--- src/rtl/sve_pkg.sv ---
// ----------------------------------------------------------------------------
// sve_pkg
// Shared widths, constants, register codes and types of the signed velocity
// estimator.
// ----------------------------------------------------------------------------
package sve_pkg;

    localparam int DIV_W   = 53;   // serial divider dividend / quotient
    localparam int DVS_W   = 24;   // serial divider divisor / remainder
    localparam int CNT_W   = 6;    // iteration counters
    localparam int SQ_IN_W = 33;   // |dx|, |dy|
    localparam int SQ_W    = 66;   // squares and their sum
    localparam int RT_W    = 34;   // square root result
    localparam int RAD_W   = 68;   // radicand padded to an even width
    localparam int REM_W   = 37;   // square root partial remainder
    localparam int WINDOW  = 50;
    localparam int PTR_W   = 6;
    localparam int SUM_W   = 38;

    localparam logic [19:0]        US_PER_S  = 20'd1000000;
    localparam logic [DVS_W-1:0]   BAND_2P   = 24'd411698;
    localparam logic [DVS_W-1:0]   WIN_DIV   = DVS_W'(WINDOW);
    localparam logic signed [32:0] BAND_P    = 33'sd205849;
    localparam logic signed [32:0] BAND_HP   = 33'sd102924;
    // P plus 8192 turns of 2P: keeps h + P positive without changing h mod 2P
    localparam logic [33:0]        WRAP_OFFS = 34'd3372835865;
    localparam logic [31:0]        I32_MAX   = 32'h7fffffff;
    localparam logic [31:0]        I32_MIN   = 32'h80000000;

    localparam logic [15:0] SPEED_DB_RST  = 16'd983;
    localparam logic [15:0] RATE_DB_RST   = 16'd655;
    localparam logic [19:0] TIME_STEP_RST = 20'd9524;

    localparam logic [1:0] CFG_SPEED_DB  = 2'd0;
    localparam logic [1:0] CFG_RATE_DB   = 2'd1;
    localparam logic [1:0] CFG_TIME_STEP = 2'd2;

    typedef enum logic [3:0] {
        ST_IDLE,
        ST_LOAD,
        ST_SQR,
        ST_ROOTS,
        ST_ROOT,
        ST_MUL,
        ST_DIVS,
        ST_DIV,
        ST_RD,
        ST_WIN,
        ST_AVGS,
        ST_AVG,
        ST_DONE
    } state_t;

    typedef struct packed {
        logic rd;
        logic wr;
    } win_ctrl_t;

endpackage

--- src/rtl/sve_sqr.sv ---
// ----------------------------------------------------------------------------
// sve_sqr
// Bit-serial squarer: one multiplier bit per cycle, shift and add.
// ----------------------------------------------------------------------------
module sve_sqr (
    input  logic                          clk,
    input  logic                          rst_n,
    input  logic                          start,
    input  logic [sve_pkg::SQ_IN_W-1:0]   a,
    output logic                          done,
    output logic [sve_pkg::SQ_W-1:0]      prod
);

    logic [sve_pkg::CNT_W-1:0]   cnt_reg, cnt_next;
    logic                        busy_reg, busy_next;
    logic                        done_reg, done_next;
    logic [sve_pkg::SQ_IN_W-1:0] a_reg, a_next;
    logic [sve_pkg::SQ_W-1:0]    m_reg, m_next;
    logic [sve_pkg::SQ_W-1:0]    acc_reg, acc_next;

    always_comb
    begin
        cnt_next  = cnt_reg;
        busy_next = busy_reg;
        done_next = 1'b0;
        a_next    = a_reg;
        m_next    = m_reg;
        acc_next  = acc_reg;
        if (start)
        begin
            a_next    = a;
            m_next    = sve_pkg::SQ_W'(a);
            acc_next  = '0;
            cnt_next  = '0;
            busy_next = 1'b1;
        end
        else if (busy_reg)
        begin
            if (a_reg[0])
                acc_next = acc_reg + m_reg;
            m_next   = {m_reg[sve_pkg::SQ_W-2:0], 1'b0};
            a_next   = {1'b0, a_reg[sve_pkg::SQ_IN_W-1:1]};
            cnt_next = cnt_reg + 1'b1;
            if (cnt_reg == sve_pkg::CNT_W'(sve_pkg::SQ_IN_W - 1))
            begin
                busy_next = 1'b0;
                done_next = 1'b1;
            end
        end
    end

    always_ff @(posedge clk or negedge rst_n)
    begin
        if (!rst_n)
        begin
            cnt_reg  <= '0;
            busy_reg <= 1'b0;
            done_reg <= 1'b0;
        end
        else
        begin
            cnt_reg  <= cnt_next;
            busy_reg <= busy_next;
            done_reg <= done_next;
        end
    end

    always_ff @(posedge clk)
    begin
        a_reg   <= a_next;
        m_reg   <= m_next;
        acc_reg <= acc_next;
    end

    assign done = done_reg;
    assign prod = acc_reg;

endmodule

--- config.mk ---
export PLATFORM = sky130hd
export DESIGN_NAME = sve_sqr
export DESIGN_NICKNAME = d
export VERILOG_FILES = /design/src/rtl/sve_pkg.sv /design/src/rtl/sve_sqr.sv
export SDC_FILE = /design/constraint.sdc
export NUM_CORES = 1
export LEC_CHECK = 0
export ABC_AREA = 1
export BUFFER_PORTS_ARGS = -buffer_cell sky130_fd_sc_hd__buf_4
export CAP_MARGIN = 20
export CELL_PAD_IN_SITES_DETAIL_PLACEMENT = 0
export CELL_PAD_IN_SITES_GLOBAL_PLACEMENT = 1
export CORE_MARGIN = 10
export CORE_UTILIZATION = 47
export CTS_CLUSTER_DIAMETER = 120
export DETAILED_ROUTE_END_ITERATION = 7
export PLACE_DENSITY_LB_ADDON = 0.1
export SKIP_CTS_REPAIR_TIMING = 1
export SLEW_MARGIN = 20
export SYNTH_ARGS = -nofsm -noshare
export SYNTH_HDL_FRONTEND = slang
export SYNTH_SLANG_ARGS = --single-unit
--- constraint.sdc ---
create_clock -name clk -period 4.21 [get_ports clk]
set_input_delay 0.2105 -clock clk [delete_from_list [all_inputs] [get_ports clk]]
set_output_delay 0.2105 -clock clk [all_outputs]
set_load 0.05 [all_outputs]
Yosys cells after proc, flatten, opt, wreduce, memory -nomap -nowiden:

Cells that the tools add are included.

* $add $sub $neg: 2
* equality and inequality tests: 1
* muxes and demuxes: 12
* reductions and logical operators: 2

Operators by type and width (number)
* $mux W33: 4
* $add A66 B66 Y66: 1
* $mux W6: 2
* $add A6 B1 Y6 const B: 1
* $eq A6 B6 Y1 const B: 1
* $mux W1: 6
* $reduce_and A2 Y1: 1
* $reduce_bool A2 Y1: 1

* register bits after elaboration: 173
* bits of input ports: 36
* output and inout bits: 67
* word-level logic and storage cells: 24

Longest topological paths before layout:

Gate-level depths: netlist of the first run.

* depth in word-level cells: 4
* gate-level depth with buffers: 18
* mapped depth without buffers: 18

Worst setup path after synthesis of the first run:

No wires, ideal clock.

* path kind: reg2reg
* from: register busy_reg
* to: register a_reg[0] in the netlist's numbering (enable)
* setup time: 0.427 ns
* arrival time: 2.295 ns
* data required time: 3.783 ns
* path slack: 1.488 ns
* cell stages (with the launch flop): 4
* buffers on the path: 1
* clock period less this slack: 2.722 ns
* path through: dfrtp_1 -> clkbuf_1 -> clkinv_1 -> nand2_1

* word-level cells in the longest chain between the ends: 1

RTL lines
* start: declaration: RTL line sve_sqr.sv:15 `logic busy_reg, busy_next;`
* start signal: assignment: RTL line sve_sqr.sv:63 `busy_reg <= busy_next;`
* $reduce_bool A2 Y1 (no source line)
* end signal: assignment: RTL line sve_sqr.sv:70 `a_reg <= a_next;`
* end: declaration: RTL line sve_sqr.sv:17 `logic [sve_pkg::SQ_IN_W-1:0] a_reg, a_next;`

Every way passes these cells.
A chain may end at the register's enable or synchronous reset.

Worst setup path after layout of the first run:

* from: register acc_reg, in the netlist prod[0]
* to: register acc_reg, in the netlist prod[48]

* word-level cells in the longest chain between the ends: 1

RTL lines
* start: declaration: RTL line sve_sqr.sv:19 `logic [sve_pkg::SQ_W-1:0] acc_reg, acc_next;`
* start signal: assignment: RTL line sve_sqr.sv:72 `acc_reg <= acc_next;`
* $add A66 B66 Y66: RTL line sve_sqr.sv:40 `acc_next = acc_reg + m_reg;`

Every way passes these cells.

==> flow_metrics.py, run 1 <==
metrics = {
    "die": {
        "chipWidth_um": 182.2,
        "start_util_pct": 47.57,
        "dieArea_um2": 33190,
        "coreArea_um2": 25980,
        "ios": 103,
        "rows": 59,
        "die_y_um": 182.2,
    },
    "final_layout": {
        "seq_area_um2": 4164,
        "drive_above_1_share_pct": 10.11,
        "final_cell_mix": "616 x nand2_1, 319 x inv_1, 292 x nor2_1",
        "nets": 2148,
        "area_delta_synth_final_pct": 13.84,
        "fillers": 2740,
        "stdcell_area_um2": 14070,
        "diodes": 0,
        "layout_commonest_cell": "nand2_1",
        "multi_input_area_um2": 6810,
        "final_util_pct": 54.15,
    },
    "logic_synthesis": {
        "synthCells": 1955,
        "synth-seq-cells": 173,
        "yosysSeqAreaShare_pct": 33.69,
        "synth_top_area_share_pct": 18.74,
        "syn_avg_cell_area_um2": 6.323,
        "yosysWarnings": 0,
        "netlist_area_um2": 12360,
        "synth_cell_types": 35,
        "synth_area_leader_cell": "nand2_1",
        "ys_top_cells_by_area": "nand2_1 19%, dfxtp_1 16%, edfxtp_1 16%",
        "syn_nets": 2059,
    },
    "global_routing": {
        "antenna_found_initial": 1,
        "grt_usage_pct": 25.68,
        "grt-ovfl-total": 0,
        "grt_max_degree": 108,
        "grt_first_pass_wirelength_mm": 66.83,
        "grt_pass1_vias": 11730,
    },
    "placed_design": {
        "pre_cts_slack_ns": 1.400,
        "gp_congestion": 0.9879,
        "io_buffers": 102,
        "dp_hpwl_mm": 34.17,
        "place_area_um2": 13460,
    },
    "cts": {
        "clockRootBuffer": "clkbuf_16",
        "cts_tree": "done",
        "cts_made_buffers": 17,
        "clockBufferDepth": 2,
        "clk_latency_ns": 0.46,
        "clk_pin_slew_worst_paths_ns": 0.08,
        "clock-sinks": 173,
        "htreeDepth": 4,
    },
    "route": {
        "drtAntennaViolNets": 0,
        "routed_wl_mm": 43.07,
        "routed_via_density": 5.207,
        "vias": 12450,
        "firstDrtPassIters": 6,
        "wl_per_cell_um": 18.01,
        "drt_iter0_drc": 1020,
        "drc": 0,
    },
    "power_and_ir_drop": {
        "p_leak_nw": 7.401,
        "vdd_drop_max_mv": 0.2430,
        "power_density_nw_per_um2": 363.0,
    },
    "worst_setup_path": {
        "start_kind": "flop",
        "cp.required_ns": 4.56,
        "cpPeakStageDelay_ns": 0.40,
        "critical_path_buf_inv_count": 3,
        "critPathMaxFanout": 5,
        "timing.rr.start": "prod[0]$_SDFFE_PP0P_",
        "cpMostUsedCell": "nand2_1",
        "path_cells": "ha_1 -> inv_1 -> fa_1 -> inv_1 -> nand3_1 -> nand2_2 -> nand2_1 -> nand2_2 -> nand2_1 -> nand2_2 -> nand2_1 -> nand2_2 -> nand2_1 -> nand3_1 -> nand3_1 -> nand2_1 -> inv_1",
        "r2r_cells": 17,
        "cp-startpoint": "prod[0]$_SDFFE_PP0P_",
        "worstPathArrival_ns": 3.25,
        "critPathKind": "reg -> reg",
        "ff2ff_setup_slack_ns": 1.32,
        "reg2reg_to": "prod[48]$_SDFFE_PP0P_",
        "crit_slowest_cell": "fa_1",
        "critical-path-top-delay-family": "simple AND/OR/NAND/NOR gates",
        "end_kind": "flop",
    },
    "timing": {
        "setup_viol": 0,
        "fin_ws_ns": 1.317,
        "rsz0062_at_grt": "false",
        "fin_tns_setup_ns": 0,
        "finalMaxSlewViolations": 0,
        "worst_slew_pin_slew_ns": 0.9954,
        "hold_violations": 0,
        "period_share_pct": 68.72,
        "max_freq_mhz": 345.7,
        "finClkSkew_ns": 0.02358,
        "relSlewSlack_pct": 33.48,
        "min_period_ns": 2.893,
    },
    "hold_path": {
        "hold_start": "a[2]",
        "hold_depth": 3,
        "whs_endpoint": "a_reg[2]$_DFFE_PP_",
        "min_path_type": "in -> reg",
    },
    "status": {
        "outcome": "completed",
    },
    "job": {
        "maxCapViolCount": 0,
    },
}
==> how the worst max path moves through the flow <==
| stage | end | slack, ns | cells past startpoint |
|---|---|---|---|
| finish | prod[48]$_SDFFE_PP0P_ | 1.32 | 17 |
| global route | prod[64]$_SDFFE_PP0P_ | 1.19 | 17 |
| CTS | prod[48]$_SDFFE_PP0P_ | 1.37 | 17 |
| detailed placement | prod[48]$_SDFFE_PP0P_ | 1.40 | 17 |
| global placement | prod[48]$_SDFFE_PP0P_ | 1.42 | 17 |
| floorplan | a_reg[0]$_DFFE_PP_ | 1.49 | 3 |
==> layout make-up <==
type	count	area share (%)
Multi-Input combinational cell	1416	48.40
Sequential cell	173	29.59
Inverter	324	8.661
Timing Repair Buffer	112	6.082
Clock buffer	17	3.023
Tap cell	335	2.979
Clock inverter	15	1.263
==> worst min-delay path, delay by kind of cell <==
| kind | cells | cell delay (ns) |
|---|---|---|
| buffers and inverters | 1 | 0.07 |
| AND/OR/NAND/NOR | 2 | 0.11 |
==> stage by stage <==
step           cells  hold WS (ns)  total power (W)
2_1_floorplan   1955      -0.08509         0.002978
6_report        2392       0.04664         0.005107
5_1_grt         2392       0.03727         0.005347
3_5_place_dp    2359       0.03170         0.003440
4_1_cts         2391       -0.4582         0.005116
3_3_place_gp    2359       0.03167         0.003431
==> cells by family after synthesis <==
logic type	Yosys count	share of synthesized area (%)
fa+ha+maj	68	6.944
flops	173	33.69
buf+inv	366	11.28
compound gates	223	9.637
simple gates	1098	36.54
xor+xnor	27	1.913
==> power by group <==
group | switching (W) | total (W) | internal, W
registers | 0.000112 | 0.00199 | 0.00188
clock network | 0.000835 | 0.00169 | 0.000852
logic | 0.00100 | 0.00143 | 0.000432
total | 0.00195 | 0.00511 | 0.00316
==> synth_stat cells <==
cell type  number
edfxtp_1       66
inv_1         319
dfrtp_1         8
a21oi_1        91
clkbuf_1       37
nor2_2         16
o21ai_0       105
nor2_1        292
nand4_1        13
a21oi_2         2
dfxtp_1        99
nand3_2         8
nor3_1         17
xor2_1         26
inv_2           2
nand2_1       617
nor3_2          1
buf_1           1
o21bai_1       13
nand2_2        27
buf_2           1
fa_1            1
nor4_2          4
or2_1           1
nand3_1       100
clkinv_1        3
xnor2_1         1
a21o_1          1
o211ai_2        1
o211ai_1        8
o21a_1          2
nor2_4          2
buf_6           2
buf_4           1
ha_1           67
==> per-layer routing <==
metal  GRT usage, %  wire length (µm)  share of wire, %  vias to the layer above
met5              0                 0                 0                        -
met4          4.523               483               1.1                        0
met3          4.550              3432               8.0                       31
met2          37.68             17920                42                      431
met1          38.55             21240                49                     5731
li1               -                 -                 -                     6261
Power figures use the tool's default switching activity.
==> run 2: changes to the inputs <==
--- a/config.mk
+++ b/config.mk
@@ -5,13 +5,13 @@
 export SDC_FILE = /design/constraint.sdc
 export NUM_CORES = 1
 export LEC_CHECK = 0
-export ABC_AREA = 1
+export ABC_AREA = 0
 export BUFFER_PORTS_ARGS = -buffer_cell sky130_fd_sc_hd__buf_4
 export CAP_MARGIN = 20
 export CELL_PAD_IN_SITES_DETAIL_PLACEMENT = 0
 export CELL_PAD_IN_SITES_GLOBAL_PLACEMENT = 1
 export CORE_MARGIN = 10
-export CORE_UTILIZATION = 47
+export CORE_UTILIZATION = 45
 export CTS_CLUSTER_DIAMETER = 120
 export DETAILED_ROUTE_END_ITERATION = 7
 export PLACE_DENSITY_LB_ADDON = 0.1
==> constraint.sdc (replaced) <==
create_clock -name clk -period 2.7 [get_ports clk]
set_input_delay 0.135 -clock clk [delete_from_list [all_inputs] [get_ports clk]]
set_output_delay 0.135 -clock clk [all_outputs]
set_load 0.05 [all_outputs]
==> run 2 against run 1 <==
Compared with the run above: the flow now finishes with violations (hold timing, setup timing); setup slack worse by 1.4 ns; core utilization rose by 7.5 points; sequential cell count unchanged; sequential share of layout area increased by 0.45 points; hold slack lost 0.075 ns; synthesized area is 15% lower; fmax increased by 4.7%; clock skew down 0.0048 ns.
==> flow_metrics.py, run 2 <==
metrics = {
    "worst_setup_path": {
        "cpMostUsedCell": "a21oi_4",
        "crit_end": "prod[65]$_SDFFE_PP0P_",
        "critPathKind": "reg -> reg",
        "ff2ff_setup_slack_ns": -0.06,
        "worstPathArrival_ns": 3.10,
        "critical-path-top-delay-family": "simple AND/OR/NAND/NOR gates",
        "start_kind": "flop",
        "reg2reg_to": "prod[65]$_SDFFE_PP0P_",
        "end_kind": "flop",
        "critPathMaxFanout": 4,
        "cpPeakStageDelay_ns": 0.49,
        "worstSetupPathDepth": 10,
        "cp-startpoint": "prod[40]$_SDFFE_PP0P_",
        "timing.rr.start": "prod[40]$_SDFFE_PP0P_",
        "crit_slowest_cell": "or4_4",
        "critical_path_buf_inv_count": 0,
        "r2r_cells": 10,
        "cp.required_ns": 3.03,
        "path_cells": "ha_4 -> and4_4 -> nand2_4 -> or4_4 -> a21oi_4 -> o31ai_4 -> a21oi_4 -> nor2_2 -> o311a_1 -> mux2_4",
    },
    "die": {
        "chipWidth_um": 173.2,
        "start_util_pct": 46.20,
        "die_y_um": 173.2,
        "coreArea_um2": 22850,
        "rows": 55,
        "dieArea_um2": 29980,
        "ios": 103,
    },
    "placed_design": {
        "pre_cts_slack_ns": -0.3065,
        "io_buffers": 102,
        "gp_congestion": 0.8912,
        "dp_hpwl_mm": 22.30,
    },
    "route": {
        "firstDrtPassIters": 5,
        "drtAntennaViolNets": 0,
        "vias": 9663,
        "wl_per_cell_um": 17.01,
        "drt_iter0_drc": 595,
        "routed_via_density": 5.368,
        "routed_wl_mm": 30.61,
        "drc": 0,
    },
    "timing": {
        "finalMaxSlewViolations": 0,
        "worst_slew_pin_slew_ns": 0.8556,
        "hold_ws_ns": -0.02867,
        "setup_viol": 2,
        "fin_ws_ns": -0.06260,
        "fin_tns_setup_ns": -0.07014,
        "finClkSkew_ns": 0.01874,
        "hold_violations": 23,
        "period_share_pct": 102.3,
        "rsz0062_at_grt": "true",
        "relSlewSlack_pct": 42.75,
        "max_freq_mhz": 362.0,
        "min_period_ns": 2.763,
    },
    "power_and_ir_drop": {
        "vdd_drop_max_mv": 0.4186,
        "finalPower_w": 0.007942,
        "power_density_nw_per_um2": 564.3,
        "p_leak_nw": 6.330,
    },
    "logic_synthesis": {
        "synth-seq-cells": 173,
        "synth_ff_type": "dfxtp_1",
        "synth_area_leader_cell": "dfxtp_1",
        "ys_top_cells_by_area": "dfxtp_1 19%, edfxtp_1 19%, ha_1 7.9%",
        "synth_top_area_share_pct": 18.78,
        "netlist_top_cells_count": "184 x nand2_1, 126 x o21ai_0, 125 x a21oi_1",
        "netlist_area_um2": 10560,
        "yosysWarnings": 0,
        "synth_cell_types": 72,
        "synthCells": 1265,
        "synth_edf_count": 66,
        "yosysSeqAreaShare_pct": 39.45,
        "synth_most_common_cell": "nand2_1",
        "async_flop_share_pct": 4.624,
        "syn_nets": 1369,
        "syn_avg_cell_area_um2": 8.344,
    },
    "global_routing": {
        "grt-ovfl-total": 0,
        "antenna_found_initial": 0,
        "grt_pass1_vias": 9414,
        "grt_first_pass_wirelength_mm": 48.24,
        "grt_usage_pct": 19.27,
        "grt_max_degree": 115,
    },
    "status": {
        "outcome": "finished with violations",
        "violations": "hold timing, setup timing",
    },
    "cts": {
        "clk_pin_slew_worst_paths_ns": 0.08,
        "clk_latency_ns": 0.45,
        "clock-sinks": 173,
        "cts_tree": "done",
        "clockRootBuffer": "clkbuf_16",
        "cts_made_buffers": 17,
        "htreeDepth": 4,
        "clockBufferDepth": 2,
    },
    "final_layout": {
        "seq_area_um2": 4228,
        "nets": 1578,
        "area_delta_synth_final_pct": 33.34,
        "diodes": 0,
        "layout_commonest_cell": "buf_4",
        "drive_above_1_share_pct": 29.12,
        "fillers": 2112,
        "final_cell_mix": "253 x buf_4, 183 x nand2_1, 110 x o21ai_0",
        "final_util_pct": 61.60,
        "multi_input_area_um2": 6505,
    },
    "job": {
        "maxCapViolCount": 0,
    },
    "hold_path": {
        "min_path_type": "in -> reg",
        "hold_start": "a[6]",
    },
}
run 2: cell count changes in the layout (fill, tap and decap cells not counted), sizes merged, moves of 19 or more:
cell,before,now
inv,327,93
nand3,108,13
xnor2,1,25
mux2i,0,37
a21oi,93,128
nor2,310,89
nand4,13,32
o21ai,105,132
a21o,1,27
buf,111,257
nand2,644,185
run 2: area by class of cell:
class / count / share of cell area (%)
Tap cell: 313 / 2.782
Clock buffer: 17 / 3.023
Timing Repair Buffer: 264 / 14.44
Clock inverter: 15 / 1.209
Inverter: 85 / 2.294
Sequential cell: 173 / 30.04
Multi-Input combinational cell: 933 / 46.22
run 2: worst min-delay path by stage:
stage,to,slack [ns],cells after the start
after floorplan,busy_reg$_DFF_PN0_,-0.16,0
after global routing,m_reg[6]$_DFFE_PP_,0.0002,3
after CTS,cnt_reg[0]$_DFFE_PN0P_,-0.50,1
final,m_reg[6]$_DFFE_PP_,-0.03,3
after global placement,done$_DFF_PN0_,-0.04,1
after detailed placement,done$_DFF_PN0_,-0.04,1
run 2: through the flow:
stage / instances / cell area (µm²)
2_1_floorplan: 1265 / 10740
3_3_place_gp: 1745 / 12630
3_5_place_dp: 1745 / 12630
4_1_cts: 1777 / 13230
5_1_grt: 1800 / 14070
6_report: 1800 / 14070
run 2: worst register-to-register path, delay by kind of cell, from the launching register on:
| kind | cells | cell delay, ns |
|---|---|---|
| AOI/OAI and AO/OA | 4 | 0.85 |
| and+or+nand+nor | 4 | 0.86 |
| DFF | 1 | 0.36 |
| adders and majority gates | 1 | 0.29 |
| muxes | 1 | 0.30 |
run 2: where the power goes:
part	leakage [nW]	internal, W	total (W)	switching (W)
Sequential	1.65	0.00291	0.00307	0.000159
Combinational	4.39	0.00102	0.00234	0.00132
Clock	0.291	0.00132	0.00253	0.00121
Total	6.33	0.00525	0.00794	0.00269
run 2: cell families (layout without fill, tap and decap cells):
kind of cell | after synthesis | after routing | synth area share (%)
AOI/OAI and AO/OA | 375 | 375 | 21.09
and+or+nand+nor | 392 | 392 | 16.67
adders and majority gates | 68 | 68 | 8.132
xor gates and xnor gates | 58 | 58 | 4.813
DFF | 173 | 173 | 39.45
buffers and inverters | 159 | 381 | 5.986
muxes | 40 | 40 | 3.864
run 2: routing by layer:
metal	wire (µm)	part of all wire (%)	GRT usage, %	vias up
met1	14180	46	24.56	4571
met3	1221	4.0	3.594	29
met5	0	0	0	-
met2	14850	49	32.71	188
met4	351	1.1	5.031	0
li1	-	-	-	4875
==> run 3: changes to the inputs <==
--- a/config.mk
+++ b/config.mk
@@ -6,14 +6,14 @@
 export NUM_CORES = 1
 export LEC_CHECK = 0
 export ABC_AREA = 0
-export BUFFER_PORTS_ARGS = -buffer_cell sky130_fd_sc_hd__buf_4
 export CAP_MARGIN = 20
 export CELL_PAD_IN_SITES_DETAIL_PLACEMENT = 0
 export CELL_PAD_IN_SITES_GLOBAL_PLACEMENT = 1
 export CORE_MARGIN = 10
-export CORE_UTILIZATION = 45
+export CORE_UTILIZATION = 49
 export CTS_CLUSTER_DIAMETER = 120
 export DETAILED_ROUTE_END_ITERATION = 7
+export DONT_BUFFER_PORTS = 1
 export PLACE_DENSITY_LB_ADDON = 0.1
 export SKIP_CTS_REPAIR_TIMING = 1
 export SLEW_MARGIN = 20
==> run 3 against run 2 <==
Compared with the run above: the run still ends with hold timing, setup timing left; non-clock buffer count down 9; combinational power about the same; clock power about the same; hold slack better by 0.019 ns; global-route usage up 1.4 points; largest power group unchanged; highest routed layer unchanged.
==> flow_metrics.py, run 3 (same netlist as run 2, synthesis figures left out) <==
metrics = {
    "global_routing": {
        "antenna_found_initial": 0,
        "grt_max_degree": 181,
        "grt_pass1_vias": 9237,
        "grt_usage_pct": 20.67,
        "grt_first_pass_wirelength_mm": 47.87,
        "grt-ovfl-total": 0,
    },
    "cts": {
        "clockRootBuffer": "clkbuf_16",
        "clk_latency_ns": 0.44,
        "clk_pin_slew_worst_paths_ns": 0.07,
        "cts_made_buffers": 17,
        "clock-sinks": 173,
        "cts_tree": "done",
        "htreeDepth": 4,
        "clockBufferDepth": 2,
    },
    "timing": {
        "finClkSkew_ns": 0.01656,
        "finalMaxSlewViolations": 0,
        "period_share_pct": 100.3,
        "worst_slew_pin_slew_ns": 0.6483,
        "hold_violations": 1,
        "min_period_ns": 2.709,
        "fin_ws_ns": -0.009276,
        "rsz0062_at_grt": "true",
        "hold_ws_ns": -0.009714,
        "relSlewSlack_pct": 56.78,
        "max_freq_mhz": 369.1,
        "setup_viol": 2,
    },
    "job": {
        "maxCapViolCount": 0,
    },
    "worst_setup_path": {
        "reg2reg_to": "prod[55]$_SDFFE_PP0P_",
        "start_kind": "flop",
        "cp-startpoint": "m_reg[4]$_DFFE_PP_",
        "r2r_cells": 12,
        "worstPathArrival_ns": 3.09,
        "cp.required_ns": 3.08,
        "end_kind": "flop",
        "critPathMaxFanout": 5,
        "ff2ff_setup_slack_ns": -0.009,
        "critPathKind": "reg -> reg",
        "crit_end": "prod[55]$_SDFFE_PP0P_",
        "timing.rr.start": "m_reg[4]$_DFFE_PP_",
    },
    "power_and_ir_drop": {
        "p_leak_nw": 6.214,
        "vdd_drop_max_mv": 0.4945,
        "power_density_nw_per_um2": 565.9,
        "finalPower_w": 0.007892,
    },
    "hold_path": {
        "hold_depth": 2,
        "min_path_type": "in -> reg",
    },
    "die": {
        "die_y_um": 166.8,
        "rows": 53,
        "start_util_pct": 50.05,
        "chipWidth_um": 166.8,
        "dieArea_um2": 27810,
        "coreArea_um2": 21090,
        "ios": 103,
    },
    "final_layout": {
        "area_delta_synth_final_pct": 32.12,
        "layout_commonest_cell": "buf_4",
        "final_cell_mix": "215 x buf_4, 183 x nand2_1, 106 x o21ai_0, 106 x a21oi_1, 87 x nor2_1",
        "drive_above_1_share_pct": 25.78,
        "stdcell_area_um2": 13950,
        "diodes": 0,
        "nets": 1569,
    },
    "route": {
        "vias": 9650,
        "routed_wl_mm": 31.45,
        "drc": 0,
        "drtAntennaViolNets": 0,
        "wl_per_cell_um": 17.94,
        "routed_via_density": 5.505,
        "firstDrtPassIters": 7,
        "drt_iter0_drc": 657,
    },
    "placed_design": {
        "place_area_um2": 12320,
        "pre_cts_slack_ns": -0.1241,
        "dp_hpwl_mm": 22.13,
        "io_buffers": 0,
        "gp_congestion": 0.8916,
    },
    "status": {
        "outcome": "finished with violations",
        "violations": "hold timing, setup timing",
    },
}
==> run 3: per-layer routing <==
| layer | up-vias | wire length (µm) | track usage, % | share of wire (%) |
|---|---|---|---|---|
| li1 | 4863 | - | - | - |
| met1 | 4556 | 14060 | 26.18 | 45 |
| met2 | 196 | 15370 | 34.73 | 49 |
| met3 | 35 | 1615 | 4.919 | 5.1 |
| met4 | 0 | 409 | 4.887 | 1.3 |
| met5 | - | 0 | 0 | 0 |
==> run 3: how the worst min path moves through the flow <==
stage	start	endpoint
final	start	prod[65]$_SDFFE_PP0P_
after CTS	rst_n	cnt_reg[2]$_DFFE_PN0P_
after global placement	rst_n	done$_DFF_PN0_
after floorplan	rst_n	busy_reg$_DFF_PN0_
after detailed placement	rst_n	done$_DFF_PN0_
after global routing	start	prod[65]$_SDFFE_PP0P_
==> run 3: where the power goes <==
group	internal [W]	total (W)	switching (W)
sequential	0.00291	0.00304	0.000132
combinational	0.000992	0.00234	0.00135
clock	0.00131	0.00251	0.00120
total	0.00521	0.00789	0.00268
==> run 3: layout make-up <==
type                       instances  area [µm²]
clock inverter                    14       151.4
tap                              275       344.1
timing repair buffer             255        2062
fill                            1808        7142
sequential                       173        4223
multi-input combinational        933        6414
inverter                          85       322.8
clock buffer                      18       429.2
==> run 3: worst max-delay path: stages (launching register included) <==
cell	delay (ns)
edfxtp_1	0.43
ha_4	0.30
buf_6	0.09
o211a_1	0.18
a211oi_2	0.08
nand2b_4	0.18
a211oi_4	0.28
o21ai_2	0.11
a211oi_2	0.29
nor3_1	0.07
buf_4	0.17
or4_1	0.39
nand3_1	0.08
==> run 3: per-stage QoR <==
stage	TNS, ns	utilization [%]	std cells
final	-0.01040	66.13	1753
after global routing	-1.223	66.13	1753
after CTS	-2.212	61.15	1705
after detailed placement	-1.299	58.40	1673
after global placement	-0.6117	58.40	1673
after floorplan	0	-	1265
